### src/hdl/wstd_pkg.sv
`timescale 1ns / 1ps
// ----------------------------------------------------------------------------
// wstd_pkg
// Shared sizes, codes and item types of the work stealing task dispatcher.
// ----------------------------------------------------------------------------
package wstd_pkg;

  localparam int MAX_WORKERS = 8;
  localparam int STACK_DEPTH = 256;
  localparam int STORE_DEPTH = 256;
  localparam int GROUP_SLOTS = 8;

  localparam int WRK_W   = $clog2(MAX_WORKERS);
  localparam int SIDX_W  = $clog2(STACK_DEPTH);
  localparam int SAW     = $clog2(STORE_DEPTH);
  localparam int CNT_W   = SAW + 1;
  localparam int HGT_W   = SIDX_W + 1;
  localparam int GS_AW   = $clog2(GROUP_SLOTS);
  localparam int GS_CW   = GS_AW + 1;
  localparam int CFG_W   = 4;
  localparam int TASK_W  = 16;
  localparam int TAG_W   = 8;

  typedef enum logic [1:0] {
    ACT_ADD    = 2'd0,
    ACT_SUBMIT = 2'd1,
    ACT_FETCH  = 2'd2,
    ACT_FINISH = 2'd3
  } action_e;

  localparam logic [1:0] ST_OK          = 2'd0;
  localparam logic [1:0] ST_STORE_FULL  = 2'd1;
  localparam logic [1:0] ST_EMPTY_GROUP = 2'd2;
  localparam logic [1:0] ST_QUEUE_FULL  = 2'd3;

  typedef struct packed {
    action_e             action;
    logic [TASK_W-1:0]   task_id;
    logic [2:0]          worker;
  } cmd_t;

  typedef struct packed {
    logic [1:0]          status;
    logic                task_valid;
    logic [TASK_W-1:0]   task_out;
    logic                stole;
    logic [TAG_W-1:0]    submitted_tag;
    logic                group_done;
    logic [TAG_W-1:0]    done_tag;
  } res_t;

endpackage

### src/hdl/wstd_front.sv
`timescale 1ns / 1ps
// ----------------------------------------------------------------------------
// wstd_front
// Command intake: decode the item into a command and queue it (two deep).
// ----------------------------------------------------------------------------
module wstd_front import wstd_pkg::*; (
  input  logic       clk_i,
  input  logic       rst_ni,
  input  logic       start_i,
  input  logic [1:0] action_i,
  input  logic [15:0] task_id_i,
  input  logic [2:0] worker_i,
  output logic       busy_o,
  input  logic       pop_i,
  output logic       cmd_valid_o,
  output cmd_t       cmd_o
);

  cmd_t       q_q [2];
  logic       wr_q, rd_q;
  logic [1:0] cnt_q;
  logic       push;

  assign busy_o      = (cnt_q == 2'd2);
  assign push        = start_i && !busy_o;
  assign cmd_valid_o = (cnt_q != 2'd0);
  assign cmd_o       = q_q[rd_q];

  always_ff @(posedge clk_i) begin
    if (push) begin
      q_q[wr_q] <= '{action: action_e'(action_i), task_id: task_id_i, worker: worker_i};
    end
  end

  always_ff @(posedge clk_i or negedge rst_ni) begin
    if (!rst_ni) begin
      wr_q  <= 1'b0;
      rd_q  <= 1'b0;
      cnt_q <= 2'd0;
    end else begin
      if (push) wr_q <= ~wr_q;
      if (pop_i) rd_q <= ~rd_q;
      cnt_q <= cnt_q + {1'b0, push} - {1'b0, pop_i};
    end
  end

endmodule

### config.mk
export PLATFORM = sky130hd
export DESIGN_NAME = wstd_front
export DESIGN_NICKNAME = d
export VERILOG_FILES = /design/src/hdl/wstd_pkg.sv /design/src/hdl/wstd_front.sv
export SDC_FILE = /design/constraint.sdc
export NUM_CORES = 1
export LEC_CHECK = 0
export BUFFER_PORTS_ARGS = -buffer_cell sky130_fd_sc_hd__buf_2
export CAP_MARGIN = 20
export CORE_ASPECT_RATIO = 0.9
export CORE_MARGIN = 5
export CORE_UTILIZATION = 45
export DETAILED_ROUTE_END_ITERATION = 16
export GPL_TIMING_DRIVEN = 0
export PLACE_DENSITY = 0.72
export SETUP_SLACK_MARGIN = 0.5
export SYNTH_ARGS = -nofsm -noshare
export SYNTH_HDL_FRONTEND = slang
export SYNTH_SLANG_ARGS = --single-unit
### constraint.sdc
create_clock -name clk_i -period 2.1 [get_ports clk_i]
set_clock_uncertainty 0.2 [all_clocks]
set_input_delay 0.315 -clock clk_i [delete_from_list [all_inputs] [get_ports clk_i]]
set_output_delay 0.315 -clock clk_i [all_outputs]
set_load 0.02 [all_outputs]
After elaboration in Yosys (flattened, before gate mapping)
Memories as Yosys holds them, arrays and structs flattened.
Index checks and enable logic that the tools add are counted.
- add/subtract/negate cells: 2
- equal/unequal tests: 1
- muxes and demuxes: 2
- bitwise gates (word level): 2
- reduce and logical (&&, ||, !) cells: 3
- operator list (operator ; number):
    $add 2x1->2 ; 1
    $eq 2x2->1 const B ; 1
    $mux 1 ; 2
    $not 1->1 ; 2
    $reduce_bool 2->1 ; 1
    $sub 2x1->2 ; 1
    $logic_and 1x1->1 ; 1
    $logic_not 1->1 ; 1
- register bits after elaboration: 4
- RAM bits: 42
- bits of input ports: 25
- logic and storage cells: 14
- memories kept: 1
- memory list (memory ; depth ; bits a word ; read ports ; clocked after memory_dff ; wr ports ; line ; text):
    q_q ; 2 ; 21 ; 1 ; 0 ; 1 ; wstd_front.sv:19 ; cmd_t q_q [2];

Depth between registers and ports, before layout
- depth in word-level cells: 5
- mapped depth: 7
- depth with buffers taken out: 7

Worst setup path before layout
OpenSTA, ideal clock, no wires.
- path type: register -> register
- from: register cnt_q[1]
- to: memory q_q[0][0] in the netlist's numbering (enable)
- library setup time: 0.399 ns
- arrival time: 1.489 ns
- required time: 1.501 ns
- slack: 0.013 ns
- stages on the path, launching flop included: 4
- buffers on the path: 0
- period minus slack after synthesis: 2.087 ns
- path through: dfrtp_1 -> nand2b_1 -> nand2_1 -> nor2_1
- cells in the longest elaborated chain, start to end: 5
- RTL lines (item ; line ; text):
    start, declared ; wstd_front.sv:21 ; logic [1:0] cnt_q;
    start signal, assigned ; wstd_front.sv:43 ; cnt_q <= cnt_q + {1'b0, push} - {1'b0, pop_i};
    $eq 2x2->1 ; wstd_front.sv:24 ; assign busy_o = (cnt_q == 2'd2);
    $logic_not 1->1 ; wstd_front.sv:25 ; assign push = start_i && !busy_o;
    $logic_and 1x1->1 ; wstd_front.sv:25 ;
    $mux 1 ; wstd_front.sv:30 ; if (push) begin
    $mux 1 (not written as such) ; wstd_front.sv:31 ; q_q[wr_q] <= '{action: action_e'(action_i), task_id: task_id_i, worker: worker_i};
    end, declared ; wstd_front.sv:19 ;
No other way between the ends.

==> flow_summary.yaml <==
run_status:
  outcome: "finished, final reports clean"
cts:
  cts.clk_slew.worst_paths_ps: 80
  insertion_delay_ps: 290
  cts_tree: "done"
  cts_htree_levels: 2
  cts_buffers: 5
  root_buffer: "clkbuf_8"
  clockBufferDepth: 2
  cts_sinks: 46
timing:
  worst_slew_pin_slew_ps: 323.6
  fin_ws_ps: 202.4
  slew_viol_final: 0
  fin_setup_tns_ps: 0
  fmax_ghz: 0.5270
  worst_hold_slack_ps: 9.986
  finalCritPeriodShare_pct: 90.36
  period_minus_slack_ps: 1898
  rsz0062_at_grt: "yes"
  hold_violations: 0
  slew_headroom_pct: 78.38
  setup_viol: 0
global_route:
  grt_pass1_wl_mm: 4.491
  use_met1_pct: 11.75
  track_usage_pct: 12.64
  grt_pass1_vias: 1044
  grt_start_max_net_pins: 22
  busiest_layer: "met2"
  grt_util_met2_pct: 23.26
  grt-ovfl-total: 0
  grt_antenna_before_repair: 0
  grt_util_met3_pct: 4.203
floorplan:
  die-width_um: 75.06
  ios: 48
  rows: 21
  fp.dieH_um: 68.55
  initial_core_util_pct: 46.27
  die_area_sq_um: 5145
  coreArea_sq_um: 3705
power:
  power_density_nw_per_um2: 1360
  p_clk_share_pct: 15.4
  seqPwrFrac_pct: 42.4
  peakVddDrop_mv: 0.6927
  intPower_mw: 2.146
  cellLeakagePower_nw: 0.9103
  power_frac_comb_pct: 42.2
  p_sw_mw: 1.063
  p_sw_share_pct: 33.12
place:
  gp_congestion: 0.6823
  io_buffer_count: 47
  place_ws_ps: 362.3
  dp_hpwl_mm: 1.998
  placed_area_sq_um: 2063
synth:
  netlist_area_sq_um: 1714
  syn-num-nets: 109
  synth_compound_area_share_pct: 0
  yosysSeqAreaShare_pct: 79.42
  avgSynthCellArea_sq_um: 20.90
  synthAdderAreaFrac_pct: 1.460
  ys_warn_count: 0
  yosys_register_bits: 46
  synth-simple-area-share_pct: 1.533
  synthDistinctLibCells: 13
  synthMuxAreaShare_pct: 13.80
  synth_top_family_by_area: "multiplexers"
  syn_inst: 82
  synth_xor_area_share_pct: 2.044
routing:
  drt_first_iter_violations: 24
  drtAntennaViolNets: 0
  vias: 966
  wirelength_mm: 2.987
  drc: 0
  viasPerCell: 4.830
  dr.pass1.iters: 4
  wl_per_cell_um: 14.94
finish:
  layout-drive-gt1-share_pct: 62.34
  final_util_pct: 63.69
  nets: 180
  area_delta_synth_final_pct: 37.66
  fillers: 269
  final_area_sq_um: 2360
  antenna_cells: 0
setup_path:
  r2r_start: "cnt_q[0]"
  startpoint: "rd_q"
  crit_required_ps: 1580
  r2r_end: "cnt_q[1]"
  r2r_setup_slack_ps: 440
  critPathTopFamily: "flip-flops"
  crit_slowest_cell: "dfrtp_2"
  crit_fanout: 10
  cp_cell_sequence: "buf_6 > mux2_2 > buf_2"
  end_kind: "output pin"
  path_buf_inv: 2
  crit_type: "flip-flop to output pin"
  endpoint: "cmd_o[14]"
  worstPathArrival_ps: 1380
  rr_worst_depth: 7
  worst-path-stages: 3
  start_kind: "flip-flop"
  critPathMaxStageDelay_ps: 410
flow_run:
  cap_violations: 0
worst_hold_path:
  hold_path.class: "input pin to flip-flop"
==> flip-flops by register name, summed over array words and instances, names as in the netlist <==
register	flops
cnt_q	2
q_q	42
rd_q	1
wr_q	1
==> cell usage after synthesis <==
library cell	count	share of area (%)
and3_1	1	0.37
xor2_1	1	0.51
dfrtp_1	4	5.8
nor2_1	1	0.22
buf_6	2	1.3
or2_2	1	0.37
nand2_1	1	0.22
edfxtp_1	42	74
ha_1	2	1.5
mux2_2	21	14
xnor2_1	3	1.5
nand2b_1	1	0.37
inv_1	2	0.44
==> kinds of logic (layout without fill, tap and decap cells) <==
kind of cell,count (synthesis),after routing
DFF,46,46
muxes,21,21
and+or+nand+nor,5,6
xor gates and xnor gates,4,4
buffers and inverters,4,75
adders and majority gates,2,2
==> layer usage <==
layer	wire [um]	part of all wire, %	vias up
met4	89	3.0	0
met1	1091	37	467
met2	1548	52	39
li1	-	-	451
met3	258	8.6	9
met5	0	0	-
==> timing repair <==
item	in CTS	in global routing
setup endpoints to repair	66	45
hold buffers	9	0
setup buffers	4	3
resized for setup	11	2
endpoints found under the hold margin	20	0
pin swaps	5	2
cloned	1	0
==> area by class of cell <==
class / count / area (sq um) / area share, %
Sequential cell: 46 / 1364 / 57.79
Timing Repair Buffer: 63 / 421.7 / 17.87
Multi-Input combinational cell: 33 / 405.4 / 17.18
Clock buffer: 6 / 72.57 / 3.075
Tap cell: 46 / 57.56 / 2.439
Buffer: 2 / 22.52 / 0.9544
Clock inverter: 2 / 8.758 / 0.3712
Inverter: 2 / 7.507 / 0.3181
==> stage by stage <==
step           power [mW]  cells
4_1_cts             3.182    197
3_5_place_dp        2.519    175
5_1_grt             3.384    200
2_1_floorplan       2.181     82
6_report            3.210    200
3_3_place_gp        2.479    175
==> power by group through the flow <==
stage	Combinational (mW)	Clock, mW	Sequential [mW]
global placement	1.12	0	1.36
finish	1.36	0.495	1.36
floorplan	0.830	0	1.35
global route	1.46	0.543	1.38
CTS	1.31	0.516	1.36
detailed placement	1.14	0	1.38
==> placed cells by master, fill, tap and decap left out, types with 2 or more instances in the layout <==
cell type and instances:
inv_2 2, buf_6 5, clkbuf_8 5, dlygate4sd3_1 9, edfxtp_1 42, buf_12 2
buf_2 44, nor2_4 2, buf_4 5, mux2_2 21, xnor2_1 2, dfrtp_1 2
dfrtp_2 2, ha_4 2
==> worst min-delay path by stage <==
stage / from / end / slack (ps) / cells past startpoint
after CTS: task_id_i[1] / q_q[1][4] / 0.4 / 1
after detailed placement: rst_ni / cnt_q[0] / -70 / 1
after floorplan: rst_ni / cnt_q[0] / -180 / 0
after global placement: rst_ni / cnt_q[1] / -80 / 1
after global routing: worker_i[0] / q_q[1][0] / 4 / 1
final: task_id_i[13] / q_q[1][16] / 10 / 1
Note: power is estimated with default switching activity, not from simulation.
